## config.mk

```make
export PLATFORM = sky130hd
export DESIGN_NAME = priority_thread_selector
export DESIGN_NICKNAME = d
export VERILOG_FILES = /design/src/hdl/pts_pkg.sv /design/src/hdl/pts_ram.sv /design/src/hdl/priority_thread_selector.sv
export SDC_FILE = /design/constraint.sdc
export NUM_CORES = 2
export LEC_CHECK = 0
export BUFFER_PORTS_ARGS = -buffer_cell sky130_fd_sc_hd__buf_2
export CORE_MARGIN = 1.5
export CORE_UTILIZATION = 50
export DETAILED_ROUTE_END_ITERATION = 8
export GPL_TIMING_DRIVEN = 0
export PLACE_DENSITY_LB_ADDON = 0.08
export SETUP_SLACK_MARGIN = 0.02
export SLEW_MARGIN = 20
export SYNTH_ARGS = -nofsm -noshare
export SYNTH_HDL_FRONTEND = slang
export SYNTH_HIERARCHICAL = 1
export SYNTH_SLANG_ARGS = --single-unit
```

## constraint.sdc

```tcl
create_clock -name clk_i -period 14.7 [get_ports clk_i]
set_clock_uncertainty 0.1 [all_clocks]
set_input_delay 1.47 -clock clk_i [delete_from_list [all_inputs] [get_ports clk_i]]
set_output_delay 1.47 -clock clk_i [all_outputs]
set_load 0.01 [all_outputs]
```

## src/hdl/pts_pkg.sv

```systemverilog
// shared types and constants of the priority thread selector
package pts_pkg;

  localparam int unsigned THREAD_SLOTS_DEF = 16;
  localparam int unsigned IDLE_SLOT        = 0;

  localparam int unsigned FUNC_W   = 2;
  localparam int unsigned SLOT_W   = 4;
  localparam int unsigned PRIO_W   = 32;
  localparam int unsigned TIME_W   = 63;
  localparam int unsigned SIG_W    = 8;

  localparam logic [TIME_W-1:0] NO_WAKE_TIME = '1;

  typedef enum logic [FUNC_W-1:0] {
    FUNC_WRITE  = 2'd0,
    FUNC_SELECT = 2'd1,
    FUNC_WAITER = 2'd2
  } func_e;

  typedef enum logic [1:0] {
    ST_IDLE,
    ST_SCAN,
    ST_FINISH
  } state_e;

  typedef struct packed {
    logic [SIG_W-1:0]         sig;
    logic [TIME_W-1:0]        act;
    logic [TIME_W-1:0]        wake;
    logic signed [PRIO_W-1:0] prio;
  } slot_t;

endpackage

```

## src/hdl/pts_ram.sv

```systemverilog
// generic single write port ram with registered read
module pts_ram #(
  parameter int unsigned WIDTH = 8,
  parameter int unsigned DEPTH = 16
) (
  input  logic                     clk_i,
  input  logic                     we_i,
  input  logic [$clog2(DEPTH)-1:0] waddr_i,
  input  logic [WIDTH-1:0]         wdata_i,
  input  logic [$clog2(DEPTH)-1:0] raddr_i,
  output logic [WIDTH-1:0]         rdata_o
);

  logic [WIDTH-1:0] mem_q [DEPTH];
  logic [WIDTH-1:0] rdata_q;

  always_ff @(posedge clk_i) begin
    if (we_i) begin
      mem_q[waddr_i] <= wdata_i;
    end
    rdata_q <= mem_q[raddr_i];
  end

  assign rdata_o = rdata_q;

endmodule

```

## src/hdl/priority_thread_selector.sv

```systemverilog
// top level of the priority thread selector: slot table and scan sequencer
//
// A write word is stored and its result enters the output register at once.
// A select or waiter query scans the slot table in index order through its single
// read port, one slot per cycle, with one shared compare unit judging each slot
// against the running candidate; after the last slot it enters a finish state that
// loads the result into the output register when it is free. Slots carry a
// written bit and a live bit in flip-flops cleared by reset, so an unwritten slot
// reads as zero and no clearing pass follows reset. A new word is taken only while
// the sequencer is idle and the output register is free or being emptied.
module priority_thread_selector #(
  parameter int unsigned THREAD_SLOTS = pts_pkg::THREAD_SLOTS_DEF
) (
  input  logic                              clk_i,
  input  logic                              rst_ni,
  input  logic                              in_valid_i,
  output logic                              in_stall_o,
  input  logic [pts_pkg::FUNC_W-1:0]        func_i,
  input  logic [pts_pkg::SLOT_W-1:0]        slot_i,
  input  logic                              present_i,
  input  logic signed [pts_pkg::PRIO_W-1:0] prio_i,
  input  logic [pts_pkg::TIME_W-1:0]        wake_time_i,
  input  logic [pts_pkg::TIME_W-1:0]        activation_time_i,
  input  logic [pts_pkg::SIG_W-1:0]         signaler_i,
  input  logic [pts_pkg::TIME_W-1:0]        now_i,
  output logic                              out_valid_o,
  input  logic                              out_stall_i,
  output logic [pts_pkg::SLOT_W-1:0]        chosen_o,
  output logic                              found_o,
  output logic [pts_pkg::TIME_W-1:0]        next_wake_o
);

  localparam int unsigned IDXW = $clog2(THREAD_SLOTS);
  localparam logic [IDXW-1:0] LAST_IDX = IDXW'(THREAD_SLOTS - 1);
  localparam logic [IDXW-1:0] IDLE_IDX = IDXW'(pts_pkg::IDLE_SLOT);

  pts_pkg::state_e state_q, state_d;
  pts_pkg::func_e  func_q;
  pts_pkg::func_e  in_func;

  logic [THREAD_SLOTS-1:0] live_q;
  logic [THREAD_SLOTS-1:0] written_q;
  logic                    rd_live_q;
  logic                    rd_written_q;

  logic [IDXW-1:0] proc_q;
  logic [IDXW-1:0] cand_q;
  logic signed [pts_pkg::PRIO_W-1:0] cand_prio_q;
  logic [pts_pkg::TIME_W-1:0] cand_act_q;
  logic [pts_pkg::TIME_W-1:0] wmin_q;
  logic [pts_pkg::TIME_W-1:0] now_q;
  logic [pts_pkg::SIG_W-1:0]  sig_q;

  logic                       out_valid_q;
  logic [pts_pkg::SLOT_W-1:0] chosen_q;
  logic                       found_q;
  logic [pts_pkg::TIME_W-1:0] next_wake_q;

  logic            in_accept;
  logic            out_free;
  logic            in_range;
  logic [IDXW-1:0] waddr;
  logic            ram_we;
  logic [IDXW-1:0] rd_addr;
  logic            start_scan;
  logic            do_scan;
  logic            load_out;
  logic            load_zero;

  pts_pkg::slot_t wdata;
  pts_pkg::slot_t rdata;
  pts_pkg::slot_t slot_d;

  logic                              first;
  logic signed [pts_pkg::PRIO_W-1:0] c_prio;
  logic [pts_pkg::TIME_W-1:0]        c_act;
  logic                              beats;
  logic                              runnable;
  logic                              take;
  logic                              wake_upd;

  assign in_func   = pts_pkg::func_e'(func_i);
  assign out_free  = !out_valid_q || !out_stall_i;
  assign in_stall_o = (state_q != pts_pkg::ST_IDLE) || !out_free;
  assign in_accept = in_valid_i && !in_stall_o;
  assign in_range  = 32'(slot_i) < THREAD_SLOTS;
  assign waddr     = IDXW'(slot_i);

  assign wdata.prio = present_i ? prio_i : '0;
  assign wdata.wake = present_i ? wake_time_i : '0;
  assign wdata.act  = present_i ? activation_time_i : '0;
  assign wdata.sig  = present_i ? signaler_i : '0;

  pts_ram #(
    .WIDTH($bits(pts_pkg::slot_t)),
    .DEPTH(THREAD_SLOTS)
  ) u_slot_ram (
    .clk_i  (clk_i),
    .we_i   (ram_we),
    .waddr_i(waddr),
    .wdata_i(wdata),
    .raddr_i(rd_addr),
    .rdata_o(rdata)
  );

  // unwritten slots read as zero
  assign slot_d = rd_written_q ? rdata : '0;

  // shared compare unit
  assign first    = (proc_q == IDLE_IDX);
  assign c_prio   = first ? slot_d.prio : cand_prio_q;
  assign c_act    = first ? slot_d.act : cand_act_q;
  assign beats    = (slot_d.prio > c_prio) ||
                    ((slot_d.prio == c_prio) && (slot_d.act < c_act));
  assign runnable = slot_d.wake < now_q;

  always_comb begin
    take     = 1'b0;
    wake_upd = 1'b0;
    case (func_q)
      pts_pkg::FUNC_SELECT: begin
        take     = rd_live_q && runnable && beats;
        wake_upd = rd_live_q && !runnable && (slot_d.prio >= c_prio) &&
                   (slot_d.wake < wmin_q);
      end
      pts_pkg::FUNC_WAITER: begin
        take = rd_live_q && (slot_d.sig == sig_q) && beats;
      end
      default: begin
        take     = 1'b0;
        wake_upd = 1'b0;
      end
    endcase
  end

  // next state
  always_comb begin
    state_d = state_q;
    unique case (state_q)
      pts_pkg::ST_IDLE: begin
        if (in_accept && ((in_func == pts_pkg::FUNC_SELECT) ||
                          (in_func == pts_pkg::FUNC_WAITER))) begin
          state_d = pts_pkg::ST_SCAN;
        end
      end
      pts_pkg::ST_SCAN: begin
        if (proc_q == LAST_IDX) begin
          state_d = pts_pkg::ST_FINISH;
        end
      end
      pts_pkg::ST_FINISH: begin
        if (out_free) begin
          state_d = pts_pkg::ST_IDLE;
        end
      end
      default: state_d = pts_pkg::ST_IDLE;
    endcase
  end

  // sequencer outputs
  always_comb begin
    ram_we     = 1'b0;
    rd_addr    = IDLE_IDX;
    start_scan = 1'b0;
    do_scan    = 1'b0;
    load_out   = 1'b0;
    load_zero  = 1'b0;
    unique case (state_q)
      pts_pkg::ST_IDLE: begin
        if (in_accept) begin
          if ((in_func == pts_pkg::FUNC_SELECT) || (in_func == pts_pkg::FUNC_WAITER)) begin
            start_scan = 1'b1;
          end else begin
            ram_we    = (in_func == pts_pkg::FUNC_WRITE) && in_range;
            load_out  = 1'b1;
            load_zero = 1'b1;
          end
        end
      end
      pts_pkg::ST_SCAN: begin
        do_scan = 1'b1;
        rd_addr = proc_q + 1'b1;
      end
      pts_pkg::ST_FINISH: begin
        load_out = out_free;
      end
      default: begin
        ram_we = 1'b0;
      end
    endcase
  end

  always_ff @(posedge clk_i or negedge rst_ni) begin
    if (!rst_ni) begin
      state_q      <= pts_pkg::ST_IDLE;
      live_q       <= '0;
      written_q    <= '0;
      rd_live_q    <= 1'b0;
      rd_written_q <= 1'b0;
      proc_q       <= '0;
      func_q       <= pts_pkg::FUNC_WRITE;
      out_valid_q  <= 1'b0;
    end else begin
      state_q      <= state_d;
      rd_live_q    <= live_q[rd_addr];
      rd_written_q <= written_q[rd_addr];
      if (ram_we) begin
        live_q[waddr]    <= present_i;
        written_q[waddr] <= 1'b1;
      end
      if (start_scan) begin
        proc_q <= '0;
        func_q <= in_func;
      end else if (do_scan && (proc_q != LAST_IDX)) begin
        proc_q <= proc_q + 1'b1;
      end
      if (load_out) begin
        out_valid_q <= 1'b1;
      end else if (!out_stall_i) begin
        out_valid_q <= 1'b0;
      end
    end
  end

  // scan datapath and result register
  always_ff @(posedge clk_i) begin
    if (start_scan) begin
      now_q  <= now_i;
      sig_q  <= signaler_i;
      wmin_q <= pts_pkg::NO_WAKE_TIME;
    end
    if (do_scan) begin
      if (take) begin
        cand_q      <= proc_q;
        cand_prio_q <= slot_d.prio;
        cand_act_q  <= slot_d.act;
      end else if (first) begin
        cand_q      <= IDLE_IDX;
        cand_prio_q <= slot_d.prio;
        cand_act_q  <= slot_d.act;
      end
      if (wake_upd) begin
        wmin_q <= slot_d.wake;
      end
    end
    if (load_out) begin
      if (load_zero) begin
        chosen_q    <= '0;
        found_q     <= 1'b0;
        next_wake_q <= '0;
      end else begin
        chosen_q    <= pts_pkg::SLOT_W'(cand_q);
        found_q     <= (cand_q != IDLE_IDX);
        next_wake_q <= (func_q == pts_pkg::FUNC_SELECT) ? wmin_q : '0;
      end
    end
  end

  assign out_valid_o = out_valid_q;
  assign chosen_o    = chosen_q;
  assign found_o     = found_q;
  assign next_wake_o = next_wake_q;

  a_accept_only_idle: assert property (@(posedge clk_i) disable iff (!rst_ni)
    in_accept |-> (state_q == pts_pkg::ST_IDLE))
    else $error("word accepted while sequencer busy");

  a_scan_progress: assert property (@(posedge clk_i) disable iff (!rst_ni)
    (state_q == pts_pkg::ST_SCAN) && (proc_q != LAST_IDX) |=>
      (state_q == pts_pkg::ST_SCAN) && (proc_q == $past(proc_q) + 1'b1))
    else $error("scan counter did not advance");

  a_scan_ends: assert property (@(posedge clk_i) disable iff (!rst_ni)
    (state_q == pts_pkg::ST_SCAN) && (proc_q == LAST_IDX) |=>
      (state_q == pts_pkg::ST_FINISH))
    else $error("scan did not end after last slot");

  a_finish_delivers: assert property (@(posedge clk_i) disable iff (!rst_ni)
    (state_q == pts_pkg::ST_FINISH) && out_free |=>
      out_valid_o && (state_q == pts_pkg::ST_IDLE))
    else $error("scan result not offered");

  a_write_marks: assert property (@(posedge clk_i) disable iff (!rst_ni)
    ram_we |=> written_q[$past(waddr)] && (live_q[$past(waddr)] == $past(present_i)))
    else $error("slot write not recorded");

endmodule
```

=== After elaboration in Yosys (flattened, before gate mapping) ===
Memory sizes are Yosys's and may differ from the RTL's. A register that Yosys moved wholly into a read port is not among the register bits.
Index checks and enable logic that the tools add are counted.
W data, S select, Z words.

* Add/subtract/negate cells: 1
* Magnitude comparators: 8
* Reductions and logical operators: 31
* Multiplexer cells: 45
* Eq/ne operators: 14
* Bitwise operators: 2

{| class="wikitable"
|+ Operator list
! cell !! count
|-
| $mux W63 || 7
|-
| $lt A63 B63 Y1 || 3
|-
| $mux W166 || 1
|-
| $mux W32 || 3
|-
| $eq A32 B32 Y1 || 1
|-
| $ge A32 B32 Y1 || 1
|-
| $gt A32 B32 Y1 || 1
|-
| $mux W4 || 5
|-
| $mux W1 || 18
|-
| $bwmux W16 || 1
|-
| $or A16 B16 Y16 || 1
|-
| $logic_and A1 B1 Y1 || 12
|-
| $lt A4 B5 Y1 const B || 2
|-
| $bmux W1 S4 || 2
|-
| $eq A8 B8 Y1 || 1
|-
| $mux W8 || 1
|-
| $eq A2 B1 Y1 const B || 3
|-
| $eq A2 B2 Y1 const B || 3
|-
| $mux W2 || 3
|-
| $ne A2 B2 Y1 const B || 3
|-
| $pmux W2 S3 || 1
|-
| $reduce_bool A2 Y1 || 3
|-
| $logic_not A1 Y1 || 5
|-
| $add A4 B1 Y4 const B || 1
|-
| 14 further kinds || 19
|}

* Memory bits (writable): 2656
* Memories: 1
* Register bits: 344
* Word-level logic and storage cells: 119

{| class="wikitable"
|+ Memory list
! name !! words !! bits a word !! read ports !! clocked after Yosys merged registers in !! write ports !! line !! source
|-
| u_slot_ram.mem_q || 16 || 166 || 1 || 1 || 1 || pts_ram.sv:14 || <nowiki>logic [WIDTH-1:0] mem_q [DEPTH];</nowiki>
|}

=== Logic depth before layout (Yosys ltp) ===
* Word-level depth: 11
* Mapped depth: 22
* Depth with buffers taken out: 14

=== Modules after synthesis ===
Netlist, hierarchy kept.

{| class="wikitable"
|+ By module, submodules not included
! module !! area each (µm²) !! cells each !! times used
|-
| pts_ram || 103065.1 || 4337 || 1
|-
| priority_thread_selector || 21705.8 || 2287 || 1
|}

=== Least setup slack after synthesis ===
OpenSTA, ideal clock, no wires.

* Path kind: input -> register
* From: input port out_stall_i
* To: memory u_slot_ram/mem_q[0][0] in the netlist's numbering, enable pin
* Setup slack: -0.306 ns
* Stages: 7
* Data required time: 13.703 ns
* Arrival: 14.009 ns
* Cells stage by stage: and2_1 -> or3_1 -> nor2_1 -> nand2_1 -> inv_1 -> or3b_2 -> nor3_1

* Cells in the longest elaborated chain, start to end: 10

{| class="wikitable"
|+ Ends and longest elaborated chain
! what !! line !! source
|-
| from (decl) || priority_thread_selector.sv:27 || <nowiki>input logic out_stall_i,</nowiki>
|-
| $logic_not A1 Y1 || -- ||
|-
| $logic_or A1 B1 Y1 || priority_thread_selector.sv:83 || <nowiki>assign out_free = !out_valid_q || !out_stall_i;</nowiki>
|-
| $logic_not A1 Y1 || priority_thread_selector.sv:84 || <nowiki>assign in_stall_o = (state_q != pts_pkg::ST_IDLE) || !out_free;</nowiki>
|-
| $logic_or A1 B1 Y1 || priority_thread_selector.sv:84 ||
|-
| via in_stall_o || priority_thread_selector.sv:17 || <nowiki>output logic in_stall_o,</nowiki>
|-
| $logic_not A1 Y1 || priority_thread_selector.sv:85 || <nowiki>assign in_accept = in_valid_i && !in_stall_o;</nowiki>
|-
| $logic_and A1 B1 Y1 || priority_thread_selector.sv:85 ||
|-
| $mux W1 || priority_thread_selector.sv:170 || <nowiki>if (in_accept) begin</nowiki>
|-
| $mux W1 || priority_thread_selector.sv:168 || <nowiki>unique case (state_q)</nowiki>
|-
| via ram_we || priority_thread_selector.sv:63 || <nowiki>logic ram_we;</nowiki>
|-
| $mux W1 || pts_ram.sv:18 || <nowiki>if (we_i) begin</nowiki>
|-
| $mux W1 (not written as such) || pts_ram.sv:19 || <nowiki>mem_q[waddr_i] <= wdata_i;</nowiki>
|-
| to (decl) || pts_ram.sv:14 ||
|}

The timed path passes the listed nets, and every way through them passes these cells.

=== Worst setup path in the final report ===
* From: register rd_written_q
* To: register cand_q[0], enable pin

* Cells in the longest elaborated chain, start to end: 9
* Elaborated cells between the ends (all ways): 17
* Classes of those cells: order compare: 3; eq/ne: 2; mux: 4; reduce/logical: 8

{| class="wikitable"
|+ Ends and longest elaborated chain
! what !! line !! source
|-
| from (decl) || priority_thread_selector.sv:44 || <nowiki>logic rd_written_q;</nowiki>
|-
| from (signal assigned) || priority_thread_selector.sv:206 || <nowiki>rd_written_q <= written_q[rd_addr];</nowiki>
|-
| $mux W166 * || priority_thread_selector.sv:107 || <nowiki>assign slot_d = rd_written_q ? rdata : '0;</nowiki>
|-
| $mux W63 / $mux W32 (equally long branches) || -- ||
|-
| $lt A63 B63 Y1 / $eq A32 B32 Y1 (equally long branches) || priority_thread_selector.sv:114 || <nowiki>((slot_d.prio == c_prio) && (slot_d.act < c_act));</nowiki>
|-
| $logic_and A1 B1 Y1 || priority_thread_selector.sv:114 ||
|-
| $logic_or A1 B1 Y1 || priority_thread_selector.sv:113 || <nowiki>assign beats = (slot_d.prio > c_prio) ||</nowiki>
|-
| $logic_and A1 B1 Y1 (on tied branches) || priority_thread_selector.sv:127, priority_thread_selector.sv:122 ||
|-
| $pmux W1 S2 * || priority_thread_selector.sv:120 || <nowiki>case (func_q)</nowiki>
|-
| $reduce_bool A2 Y1 (no line) * || -- ||
|-
| $reduce_and A2 Y1 (no line) * || -- ||
|-
| to (signal assigned) || priority_thread_selector.sv:234 || <nowiki>cand_q <= proc_q;</nowiki>
|-
| to (decl) || priority_thread_selector.sv:47 || <nowiki>logic [IDXW-1:0] cand_q;</nowiki>
|}

Every way passes the cells marked *; elsewhere a longest branch is shown, timed or not.
A chain may end at the register's enable or synchronous reset.

==> impl_metrics.yaml <==
routing:
  detail-route-antenna-nets: 0
  num_vias: 67140
  first_iter_violations: 8564
  routedWlPerCell_um: 31.94
  drt_pass1_iterations: 5
  via_per_inst: 6.016
  drc: 0
  finalWirelength_um: 356400
place:
  port_buffers: 308
  preCtsSetupSlack_ns: 7.208
  dp_hpwl_um: 247800
  placed_cells: 10530
  gp_congestion: 0.8703
clocking:
  clkSinkCount: 3166
  holdBufCountCts: 0
  clockBufferDepth: 4
  htree_levels: 5
  cts-resized-gates: 0
  root_buffer: "clkbuf_16"
  cts.clk_slew.worst_paths_ns: 0.06
  postCtsSetupBuffers: 0
  numCtsBuffers: 345
  cts_tree: "yes"
  worstSkewPairLatency_ns: 0.97
timing:
  max_slew_margin_pct: 16.52
  fmax_mhz: 131.1
  rsz0062_at_grt: "false"
  finalCritPeriodShare_pct: 51.87
  hold_viol_final: 0
  period_needed_ns: 7.625
  fin_tns_setup_ns: 0
  worst_slack_ns: 7.075
  setup_viol: 0
  maxSlewViolCount: 0
  worst_pin_slew_ns: 1.250
global_routing:
  grt_usage_pct: 28.30
  grt_pass1_vias: 66770
  grt-ovfl-total: 0
  antenna_found_initial: 36
  grt_pass1_wl_um: 499400
  grt_max_degree: 63
yosys:
  ys.flop_type: "edfxtp_1"
  ys_warn_count: 6
  ys_seq_elements: 3166
  syn_avg_cell_area_um2: 18.84
  syn_area_mm2: 0.1248
  syn_inst: 6624
  synth_nets: 7086
  synthDistinctLibCells: 73
  synth_edf_count: 2894
  yosysSeqAreaShare_pct: 74.19
  async_flop_share_pct: 1.358
pwr:
  p_per_area_mw_per_mm2: 178.8
  combPwrFrac_pct: 25.9
  switching_share_pct: 30.69
  power.leakage_uw: 0.05216
  vdd_drop_max_mv: 0.1377
  p_int_uw: 18130
  p_sw_uw: 8025
  seqPwrFrac_pct: 42.0
  p_clk_share_pct: 32.1
worst_setup_path:
  crit_slowest_cell: "dfrtp_1"
  slowest_delay_ns: 0.81
  cp_common_cell: "clkbuf_1"
  r2r_slack_ns: 7.08
  critPathCaptureType: "flip-flop"
  cp.arrival_ns: 8.12
  crit_chain: "clkbuf_1 -> clkbuf_1 -> clkbuf_1 -> clkbuf_1 -> nand2_1 -> inv_1 -> ha_1 -> o21ai_0 -> nor3_1 -> o211ai_1 -> a31o_2 -> nand4b_1 -> nand2_1 -> o21ai_2 -> buf_2 -> a21oi_1"
  cp_max_fo: 10
  required_ns: 15.20
  worstRegToRegCells: 16
  regToRegEndpoint: "cand_q[0]$_SDFFCE_PN0P_"
  critical_path_class: "flip-flop to flip-flop"
  crit_buf_inv: 6
  reg2reg_from: "rd_written_q$_DFF_PN0_"
  startpoint_type: "flip-flop"
  crit_family: "buffers and inverters"
floorplanning:
  die-area_mm2: 0.2525
  num_io_pins: 310
  start_util_pct: 50.22
  die_w_um: 502.5
  die_y_um: 502.5
  rows: 183
  core_mm2: 0.2484
worst_hold_path:
  hp-start: "written_q[1]$_DFFE_PN0P_"
  min_to: "written_q[1]$_DFFE_PN0P_"
  hold_depth: 1
  hp-class: "flip-flop to flip-flop"
finish:
  layout_commonest_cell: "edfxtp_1"
  fin_util_pct: 58.89
  multi_input_area_mm2: 0.02950
  drive_above_1_share_pct: 25.33
  final_nets: 8008
  most-common-layout-cells: "edfxtp_1, mux4_2, buf_2, nand2_1, clkbuf_16"
  area_growth_pct: 17.25
  final_cells: 11160
  fillers: 18430
  seq_area_mm2: 0.09256
run_status:
  status: "finished, final reports clean"
run:
  cap_violations: 0
## metal layers
layer / part of all wire, % / vias up / global-route usage (%)
li1: - / 28290 / -
met1: 42 / 35420 / 41.59
met2: 46 / 2901 / 43.06
met3: 8.7 / 521 / 5.669
met4: 2.9 / 12 / 8.300
met5: 0.023 / - / 0
## layout make-up
| type | instances | area share [%] |
|---|---|---|
| clock buffer | 481 | 6.562 |
| timing repair buffer | 575 | 4.252 |
| buffer | 334 | 1.190 |
| sequential | 3166 | 63.27 |
| multi-input combinational | 2821 | 20.17 |
| inverter | 303 | 0.7808 |
| clock inverter | 132 | 0.8963 |
| tap | 3330 | 2.848 |
| antenna | 19 | 0.03250 |
## power groups by stage
stage / logic [µW] / clock network, µW / registers [µW]
after detailed placement: 6760 / 0 / 11200
after CTS: 6790 / 8520 / 11000
after global placement: 6600 / 0 / 11200
final: 6770 / 8400 / 11000
after global routing: 7240 / 8850 / 11000
after floorplan: 4270 / 0 / 10900
## logic make-up (layout without fill, tap and decap cells)
kind of cell | after synthesis | after routing | synth area share [%]
xor+xnor | 8 | 8 | 0.05616
simple gates | 1007 | 1007 | 3.911
mux | 907 | 907 | 13.63
compound gates | 677 | 677 | 3.708
other cells | 0 | 19 | 0
fa+ha+maj | 222 | 222 | 2.226
buf+inv | 637 | 1825 | 2.281
flops | 3166 | 3166 | 74.19
## cell usage after synthesis, types with 6 or more instances
library cell | number | area (µm²)
a211oi_1 | 14 | 105.1
a21o_1 | 19 | 142.6
a21oi_1 | 161 | 805.8
a221oi_1 | 23 | 201.4
a22oi_1 | 288 | 2162
a31oi_1 | 6 | 37.54
and2_1 | 177 | 1107
and3_1 | 65 | 406.6
buf_1 | 18 | 67.56
buf_2 | 106 | 530.5
buf_4 | 23 | 172.7
buf_6 | 24 | 270.3
clkbuf_1 | 158 | 593.1
dfrtp_1 | 43 | 1076
dfxtp_1 | 229 | 4584
edfxtp_1 | 2894 | 86900
ha_1 | 222 | 2778
inv_1 | 303 | 1137
mux2_1 | 26 | 292.8
mux2_2 | 70 | 788.3
mux2i_1 | 187 | 1872
mux4_2 | 624 | 14050
nand2_1 | 353 | 1325
nand2b_1 | 40 | 250.2
nand3_1 | 23 | 115.1
nand4_1 | 39 | 244.0
nor2_1 | 211 | 792.0
nor2b_1 | 41 | 256.5
nor3_1 | 20 | 100.1
nor4_1 | 6 | 37.54
o211ai_1 | 14 | 105.1
o21ai_0 | 54 | 270.3
o21ai_1 | 18 | 90.09
o221ai_1 | 29 | 254.0
o22a_1 | 6 | 52.55
or2_2 | 7 | 43.79
xnor2_1 | 6 | 52.55
## through the flow
stage	total power, µW	hold WS (ns)	area [µm²]
global placement	17830	0.3471	130500
CTS	26290	0.3656	146200
detailed placement	17920	0.3478	135300
finish	26150	0.3661	146300
floorplan	15170	0.3258	124800
global route	27110	0.3709	146300
## registers in the layout, summed over array words and instances, names as in the netlist
| signal | count |
|---|---|
| u_slot_ram/mem_q | 2656 |
| u_slot_ram/rdata_o | 166 |
| cand_act_q | 63 |
| next_wake_o | 63 |
| now_q | 63 |
| wmin_q | 63 |
| cand_prio_q | 32 |
| live_q | 16 |
| written_q | 16 |
| sig_q | 8 |
| cand_q | 4 |
| chosen_o | 4 |
| proc_q | 4 |
| func_q | 2 |
| state_q | 2 |
| found_o | 1 |
| out_valid_o | 1 |
| rd_live_q | 1 |
| rd_written_q | 1 |
## how the worst max path moves through the flow
stage                                                      to  slack, ns              startpoint  depth (start not counted)
final                                 cand_q[0]$_SDFFCE_PN0P_       7.08  rd_written_q$_DFF_PN0_                         16
after global routing                  cand_q[0]$_SDFFCE_PN0P_       6.72   proc_q[0]$_DFFE_PN0P_                         19
after CTS                             cand_q[0]$_SDFFCE_PN0P_       7.17  rd_written_q$_DFF_PN0_                         16
after detailed placement              cand_q[3]$_SDFFCE_PN0P_       7.21  rd_written_q$_DFF_PN0_                         16
after global placement    u_slot_ram/mem_q[12][117]$_DFFE_PP_     -16.92             out_stall_i                          8
after floorplan              u_slot_ram/mem_q[8][0]$_DFFE_PP_       0.04             out_stall_i                          7
Power figures use the tool's default switching activity.
